**config.mk**
```make
export PLATFORM = sky130hd
export DESIGN_NAME = tcis_fpadd
export DESIGN_NICKNAME = d
export VERILOG_FILES = /design/src/rtl/tcis_pkg.sv /design/src/rtl/tcis_fpadd.sv
export SDC_FILE = /design/constraint.sdc
export NUM_CORES = 1
export LEC_CHECK = 0
export ABC_AREA = 1
export BUFFER_PORTS_ARGS = -buffer_cell sky130_fd_sc_hd__buf_4
export CORE_ASPECT_RATIO = 1.2
export CORE_MARGIN = 2
export CORE_UTILIZATION = 44
export DETAILED_ROUTE_END_ITERATION = 6
export GPL_TIMING_DRIVEN = 1
export PLACE_DENSITY = 0.72
export SETUP_SLACK_MARGIN = 0.1
export SLEW_MARGIN = 25
export SYNTH_ARGS = -nofsm -noshare
export SYNTH_HDL_FRONTEND = slang
export SYNTH_SLANG_ARGS = --single-unit
```
**constraint.sdc**
```tcl
create_clock -name vclk -period 15.9
set_clock_uncertainty 0.15 [all_clocks]
set_input_delay 2.385 -clock vclk [all_inputs]
set_output_delay 2.385 -clock vclk [all_outputs]
set_load 0.03 [all_outputs]
```
**src/rtl/tcis_pkg.sv**
```systemverilog
// shared types and constants for the teaching cpu step block
package tcis_pkg;

   localparam int MEM_DEPTH  = 256;
   localparam int MEM_ADDR_W = $clog2(MEM_DEPTH);
   localparam int REG_COUNT  = 16;
   localparam int REG_IDX_W  = $clog2(REG_COUNT);

   // opcodes
   localparam logic [3:0] OP_LOAD_MEM = 4'h1;
   localparam logic [3:0] OP_LOAD_IMM = 4'h2;
   localparam logic [3:0] OP_STORE    = 4'h3;
   localparam logic [3:0] OP_MOVE     = 4'h4;
   localparam logic [3:0] OP_ADD_INT  = 4'h5;
   localparam logic [3:0] OP_ADD_FP   = 4'h6;
   localparam logic [3:0] OP_JUMP_EQ  = 4'hB;
   localparam logic [3:0] OP_HALT     = 4'hC;

   // 8-bit float: sign, bias-3 exponent, mantissa below an implicit one
   typedef struct packed {
      logic       sign;
      logic [2:0] expo;
      logic [3:0] mant;
   } fp8_type;

endpackage

```
**src/rtl/tcis_fpadd.sv**
```systemverilog
// 8-bit float adder, exact in 2^-7 fixed point, truncating renormalize
module tcis_fpadd import tcis_pkg::*; (
   input  fp8_type a,
   input  fp8_type b,
   output fp8_type sum
);

   logic [11:0]        mag_a;
   logic [11:0]        mag_b;
   logic signed [13:0] val_a;
   logic signed [13:0] val_b;
   logic signed [13:0] total;
   logic [12:0]        mag;
   logic [3:0]         lead;
   logic [3:0]         shamt;
   logic [12:0]        shifted;

   always_comb begin
      mag_a = 12'({1'b1, a.mant}) << a.expo;
      mag_b = 12'({1'b1, b.mant}) << b.expo;
      val_a = a.sign ? -$signed({2'b00, mag_a}) : $signed({2'b00, mag_a});
      val_b = b.sign ? -$signed({2'b00, mag_b}) : $signed({2'b00, mag_b});
      total = val_a + val_b;
      mag   = total[13] ? 13'(-total) : total[12:0];
      // leading one, only bits 4 and up matter
      lead = 4'd4;
      for (int i = 5; i < 13; i++) begin
         if (mag[i]) begin
            lead = 4'(i);
         end
      end
      shamt   = lead - 4'd4;
      shifted = mag >> shamt;
      if (mag[12:4] == '0) begin
         sum = '0;
      end else begin
         sum.sign = total[13];
         sum.expo = shamt[3] ? 3'd7 : shamt[2:0];
         sum.mant = shifted[3:0];
      end
   end

endmodule

```
==> results_dict.tcl, run 1 <==
set metrics [dict create \
    critPathSlowestCell "o31ai_1" \
    crit_arrival_ps 7090 \
    ir_drop_mv 0.1258 \
    p_total_mw 0.4345 \
    tightest_slew_ps 431.7 \
    slew_headroom_pct 70.91 \
    clockPowerShare_pct 0 \
    detailed_place_hpwl_mm 5.269 \
    min_period_ps 9623 \
    portBuffers 24 \
    syn-mean-instance-area_um2 5.061 \
    yosysMostFrequentCell "nand2_1" \
    vias 2983 \
    antenna_found_initial 0 \
    core_um2 5668 \
    seq_cell_count 0 \
    hold_slack_ps 5541 \
    gp_congestion 0.9161 \
    rsz0062_at_grt "false" \
    fin_util_pct 49.07 \
    path_buf_inv 3 \
    cts_hold_buf 0 \
    drt_first_pass_iters 4 \
    pin_count 24 \
    syn_area_um2 2591 \
    max_stage_delay_ps 380 \
    cts.repair.resized 0 \
    p_int_mw 0.1468 \
    postCtsSetupRepairBufs 0 \
    outcome "complete, no violations" \
    initial_core_util_pct 45.72 \
    drive_gt1_share_pct 12.84 \
    comb_power_share_pct 100.0 \
    p_per_area_nw_per_um2 156.2 \
    synth_area_leaders "nand2_1 (24%), nand3_1 (11%), inv_1 (11%)" \
    maxCapViolations 0 \
    via_per_inst 4.955 \
    grt_pass1_wl_mm 10.44 \
    grt-ovfl-total 0 \
    worstPathMaxFanout 17 \
    nClkBuffers 0 \
    wire_per_inst_um 9.855 \
    cp-end-kind "output port" \
    hold_class "input pin to output port" \
    crit_path_frequent_cell "nand2_1" \
    final_max_slew_viol_count 0 \
    grt.total_usage_pct 19.03 \
    tns_ps 0 \
    critical_path_required_ps 13370 \
    switchingPower_mw 0.2876 \
    pwr-share-seq_pct 0 \
    synth-seq-area-share_pct 0 \
    hold_violations 0 \
    syn_nets 546 \
    syn_inst 512 \
    leakage_nw 1.654 \
    die_w_um 74.06 \
    netlist.area_leader.share_pct 23.61 \
    path_class "input pin to output port" \
    post-synth-top-area-cell "nand2_1" \
    switching_share_pct 66.21 \
    antenna_cells 0 \
    drt_iter0_drc 106 \
    drc_errors 0 \
    register_area_um2 0 \
    synth_cell_types 35 \
    fp.dieArea_um2 6522 \
    yosys_warnings 0 \
    routed_wl_mm 5.933 \
    nets 558 \
    synthTopCellsByCount "nand2_1 (163), inv_1 (76), nand3_1 (59)" \
    ant_nets 0 \
    start_kind "input pin" \
    crit_family "simple AND/OR/NAND/NOR gates" \
    rows 30 \
    post-route-period-util_pct 60.52 \
    max_clock_freq_ghz 0.1039 \
    die_h_um 88.07 \
    grt_pass1_vias 2695 \
    setup_violations 0 \
    area_growth_syn_to_layout_pct 7.340 \
    grt_max_degree 21 \
]
## per-stage QoR
step | cells | setup slack (ps) | cell area, um2
finish | 602 | 6277 | 2781
global route | 602 | 5641 | 2781
CTS | 602 | 6256 | 2781
detailed placement | 602 | 6259 | 2781
global placement | 602 | 6372 | 2781
floorplan | 512 | 6562 | 2591
## layout by cell type (no fill, tap or decap), types with 7 or more instances in the layout
| master | count |
|---|---|
| buf_4 | 24 |
| nand4_1 | 10 |
| nand2_2 | 16 |
| o21ai_0 | 28 |
| inv_1 | 76 |
| ha_1 | 17 |
| xor2_1 | 21 |
| xnor2_1 | 7 |
| inv_2 | 12 |
| nor2_1 | 36 |
| a21oi_1 | 15 |
| nand2_1 | 163 |
| nand3_1 | 59 |
## cell families after synthesis
logic type	share of synthesized area, %
buffers and inverters	16.37
adder cells (fa/ha/maj)	8.981
AO/OA/AOI/OAI	11.93
multiplexers	0.3863
XOR/XNOR	9.464
AND/OR/NAND/NOR	52.87
## power by group through the flow
stage               Clock, mW  Sequential, mW  Combinational (mW)
finish                      0               0               0.434
global route                0               0               0.490
CTS                         0               0               0.436
detailed placement          0               0               0.435
global placement            0               0               0.428
floorplan                   0               0               0.355
## path summary, 6_finish.rpt
kind,start,endpoint,slack (ps),depth (start not counted)
max,b[4],sum[2],6280,27
min,a[7],sum[7],5540,7
## metal layers
| metal | track usage (%) | vias up | wire [um] |
|---|---|---|---|
| met5 | 0 | - | 0 |
| met4 | 1.157 | 0 | 21 |
| met3 | 0.2301 | 2 | 124 |
| met2 | 41.07 | 46 | 3298 |
| met1 | 20.67 | 1297 | 2489 |
| li1 | - | 1638 | - |
## area by class of cell
| type | instances | area, um2 |
|---|---|---|
| Inverter | 89 | 334.1 |
| Multi-Input combinational cell | 409 | 2167 |
| Fill cell | 643 | 2887 |
| Tap cell | 80 | 100.1 |
| Timing Repair Buffer | 24 | 180.2 |
Note: power is estimated with default switching activity, not from simulation.
==> inputs of run 2 (changes only) <==
Settings changed: PLACE_DENSITY 0.72 to 0.74.
Clock period 15.9 ns to 8.3 ns, I/O delays scaled along.
==> run 2 against run 1 <==
Sequential share of layout area stayed put. Count of clock-buffer cells in the layout is the same. Critical path depth unchanged. Via count down 1.9%. Worst setup slack worse by 5300 ps.
==> results_dict.tcl, run 2 (synthesis results as in run 1) <==
set metrics [dict create \
    rows 30 \
    switchingPower_mw 0.5453 \
    antenna_cells 0 \
    postCtsSetupRepairBufs 0 \
    tightest_slew_ps 431.4 \
    grt_max_degree 21 \
    nClkBuffers 0 \
    fp.dieArea_um2 6522 \
    die_w_um 74.06 \
    detailed_place_hpwl_mm 5.171 \
    p_total_mw 0.8266 \
    drc_errors 0 \
    via_per_inst 4.862 \
    clockPowerShare_pct 0 \
    gp_congestion 0.9196 \
    cts.repair.resized 0 \
    path_class "input pin to output port" \
    hold_class "input pin to output port" \
    place_ws_ps 965.8 \
    post-route-period-util_pct 88.35 \
    seq_cell_count 0 \
    pin_count 24 \
    nets 558 \
    portBuffers 24 \
    cp-end-kind "output port" \
    drive_gt1_share_pct 12.84 \
    maxCapViolations 0 \
    hold_violations 0 \
    crit_arrival_ps 5940 \
    grt_pass1_vias 2665 \
    startpoint "b[4]" \
    outcome "complete, no violations" \
    grt-ovfl-total 0 \
    routed_wl_mm 5.807 \
    grt_pass1_wl_mm 10.29 \
    p_int_mw 0.2813 \
    fin_ws_ps 966.6 \
    final_max_slew_viol_count 0 \
    worstPathMaxFanout 17 \
    comb_power_share_pct 100.0 \
    slew_headroom_pct 70.94 \
    drt_first_pass_iters 4 \
    start_kind "input pin" \
    min_period_ps 7333 \
    setup_violations 0 \
    layout_commonest_cell "nand2_1" \
    register_area_um2 0 \
    die_h_um 88.07 \
    crit_end "sum[3]" \
    initial_core_util_pct 45.72 \
    ant_nets 0 \
    core_um2 5668 \
    p_per_area_nw_per_um2 297.2 \
    grt.total_usage_pct 18.57 \
    critical_path_required_ps 6900 \
    cts_hold_buf 0 \
    wire_per_inst_um 9.646 \
    max_clock_freq_ghz 0.1364 \
    drt_iter0_drc 81 \
    vias 2927 \
    switching_share_pct 65.97 \
    rsz0062_at_grt "false" \
    area_growth_syn_to_layout_pct 7.340 \
    antenna_found_initial 0 \
    pwr-share-seq_pct 0 \
    leakage_nw 1.654 \
    tns_ps 0 \
    ir_drop_mv 0.2463 \
    layout_common_cells "nand2_1 (163), inv_1 (76), nand3_1 (59)" \
]
-- run 2: cell counts in the layout (fill, tap and decap cells not counted) --
Identical to the previous run, type by type.
-- run 2: routing by layer --
metal,track usage (%),up-vias,routed length (um)
met1,20.60,1248,2471
met4,0.9917,0,17
met3,0,2,119
met2,39.77,41,3200
li1,-,1636,-
met5,0,-,0
-- run 2: power groups by stage --
| stage | registers [mW] | logic (mW) | clock network, mW |
|---|---|---|---|
| after floorplan | 0 | 0.681 | 0 |
| after global placement | 0 | 0.818 | 0 |
| after detailed placement | 0 | 0.829 | 0 |
| after CTS | 0 | 0.829 | 0 |
| after global routing | 0 | 0.931 | 0 |
| final | 0 | 0.827 | 0 |
-- run 2: metrics by stage --
stage	cells	utilization, %	instance area (um2)	hold slack, ps
2_1_floorplan	512	-	2591	2994
3_3_place_gp	602	49.07	2781	3245
3_5_place_dp	602	49.07	2781	3271
4_1_cts	602	49.07	2781	3273
5_1_grt	602	49.07	2781	3356
6_report	602	49.07	2781	3259
-- run 2: worst min path at each step --
| stage | startpoint | endpoint | slack (ps) | cells past startpoint |
|---|---|---|---|---|
| floorplan | b[7] | sum[7] | 2990 | 7 |
| finish | a[7] | sum[7] | 3260 | 7 |
| CTS | a[7] | sum[7] | 3270 | 7 |
| global placement | a[7] | sum[7] | 3250 | 7 |
| global route | a[7] | sum[7] | 3360 | 7 |
| detailed placement | a[7] | sum[7] | 3270 | 7 |
-- run 2: cell type report --
cell class,count,area [um2]
tap,80,100.1
timing repair buffer,24,180.2
multi-input combinational,409,2167
inverter,89,334.1
fill,618,2887
-- run 2: critical path, stage by stage --
cell,delay [ps]
buf_4,140
nand2_1,50
o21ai_0,90
or2_2,280
o21ai_0,140
nor2_1,120
nor3_1,370
nand4_1,190
o31ai_1,350
nand2_1,110
xor2_1,160
ha_1,320
nand2_1,80
nand2_1,70
o21bai_1,150
a21oi_1,160
xor2_1,280
nand4_1,170
nand3_1,130
nand2_2,80
inv_2,230
nand2_1,160
ha_1,380
o21ai_0,90
nand2_1,70
a21oi_1,140
buf_4,180
==> inputs of run 3 (changes only) <==
Settings changed: ABC_AREA 1 to 0.
==> run 3 against run 2 <==
First-iteration DRC count rose by 130%. Final cell count fell by 10%. Power rose by 42%. Critical endpoint is now sum[1]. Largest cell class unchanged.
==> results_dict.tcl, run 3 <==
set metrics [dict create \
    tns_ps 0 \
    syn-mean-instance-area_um2 6.565 \
    seq_cell_count 0 \
    die_h_um 92.56 \
    syn_inst 438 \
    nets 492 \
    drt_first_pass_iters 4 \
    maxCapViolations 0 \
    cts_hold_buf 0 \
    grt_use_met2_pct 38.65 \
    busiest_layer "met2" \
    grt_max_degree 21 \
    post-synth-top-area-cell "ha_1" \
    final_max_slew_viol_count 0 \
    gp_congestion 0.9046 \
    p_int_mw 0.4823 \
    yosysMostFrequentCell "nand2_1" \
    switching_share_pct 58.81 \
    p_per_area_nw_per_um2 344.2 \
    leakage_nw 1.342 \
    vias 3329 \
    portBuffers 24 \
    layout_commonest_cell "nand2_1" \
    critical_path_required_ps 6900 \
    pwr-share-seq_pct 0 \
    post-route-period-util_pct 95.96 \
    hold_violations 0 \
    fin_ws_ps 335.0 \
    detailed_place_hpwl_mm 6.147 \
    place_ws_ps 118.2 \
    yosys_warnings 0 \
    switchingPower_mw 0.6886 \
    initial_core_util_pct 45.17 \
    core_um2 6366 \
    syn_nets 472 \
    path_class "input pin to output port" \
    grt.total_usage_pct 20.72 \
    hold_class "input pin to output port" \
    crit_arrival_ps 6570 \
    grt_pass1_wl_mm 12.96 \
    min_period_ps 7965 \
    drt_iter0_drc 190 \
    startpoint "a[4]" \
    wire_per_inst_um 15.01 \
    syn_area_um2 2875 \
    drive_gt1_share_pct 21.71 \
    rows 32 \
    grt_pass1_vias 2926 \
    antenna_found_initial 0 \
    netlist.area_leader.share_pct 7.398 \
    max_clock_freq_ghz 0.1255 \
    grt-ovfl-total 0 \
    outcome "complete, no violations" \
    grt_use_met1_pct 25.44 \
    ant_nets 0 \
    antenna_cells 0 \
    register_area_um2 0 \
    worstPathMaxFanout 14 \
    grt_use_met3_pct 0.4873 \
    drc_errors 0 \
    die_w_um 77.80 \
    synth-seq-area-share_pct 0 \
    pin_count 24 \
    via_per_inst 6.153 \
    cp-end-kind "output port" \
    fp.dieArea_um2 7200 \
    start_kind "input pin" \
    area_growth_syn_to_layout_pct 18.32 \
    setup_violations 0 \
    layout_common_cells "nand2_1 (51), buf_4 (43), nor2_1 (40)" \
    comb_power_share_pct 100.0 \
    synthTopCellsByCount "nand2_1 (52), nor2_1 (42), o21ai_0 (33)" \
    hold_slack_ps 3443 \
    routed_wl_mm 8.119 \
    clockPowerShare_pct 0 \
    p_total_mw 1.171 \
    slew_headroom_pct 68.69 \
    fillerInstances 600 \
    synth_area_leaders "ha_1 (7.4%), xnor2_1 (7.3%), nand2_1 (6.8%)" \
    nClkBuffers 0 \
    crit_end "sum[1]" \
    tightest_slew_ps 464.7 \
    synth_cell_types 80 \
    ir_drop_mv 0.2576 \
]
==> run 3: cells by family (layout without fill, tap and decap cells) <==
group                      after synthesis  in the layout  synth area share (%)
and+or+nand+nor                        174            174                 29.85
AOI/OAI and AO/OA                      144            144                 36.34
buffers and inverters                   45             63                 6.527
xor gates and xnor gates                39             39                 12.88
adders and majority gates               18             18                 8.094
muxes                                   18             18                 6.310
==> run 3: final cells by class <==
cell class / count / area [um2] / area share, %
tap: 85 / 106.4 / 3.126
multi-input combinational: 393 / 2873 / 84.44
inverter: 17 / 63.81 / 1.876
timing repair buffer: 46 / 359.1 / 10.56
==> run 3: critical path, stage by stage <==
cell and delay (ps):
buf_4 150, mux2i_2 370, a211oi_2 160, nand2b_1 160
nor4_1 290, nor2_1 110, xnor2_1 240, ha_1 320
o21a_1 250, o21a_1 220, o22a_2 290, and4_4 200
a311o_2 430, a211o_1 340, a311oi_4 330, a221oi_4 130
buf_2 220, or3_1 350, a41o_1 250, a222oi_1 300
buf_4 220
==> run 3: power by group through the flow <==
stage / logic [mW] / clock network, mW / registers, mW
global placement: 1.03 / 0 / 0
floorplan: 0.806 / 0 / 0
global route: 1.26 / 0 / 0
detailed placement: 1.04 / 0 / 0
finish: 1.17 / 0 / 0
CTS: 1.05 / 0 / 0
==> run 3: routing by layer <==
layer  share of wire [%]  wire length, um
met4                 3.8              311
met5                   0                0
met2                  50             4081
met3                 2.4              195
met1                  43             3530
==> run 3: timing repair <==
item	in CTS	in global routing
gates cloned	0	1
endpoints found under the setup margin	1	4
buffers inserted	0	8
gates resized for setup	2	43
pin swaps	0	6
==> run 3: how the worst min path moves through the flow <==
stage                     start  slack, ps  endpoint  cells after the start
after floorplan            a[7]       3100    sum[0]                      5
after global placement     a[7]       3380    sum[0]                      7
after detailed placement   a[7]       3410    sum[0]                      7
after CTS                  a[7]       3410    sum[0]                      7
after global routing       a[7]       3500    sum[7]                      7
final                      a[7]       3440    sum[7]                      7
==> run 3: through the flow <==
stage,area [um2],instances,utilization [%]
4_1_cts,3156,532,49.57
3_3_place_gp,3152,532,49.51
2_1_floorplan,2894,438,-
6_report,3402,541,53.44
5_1_grt,3402,541,53.44
3_5_place_dp,3152,532,49.51
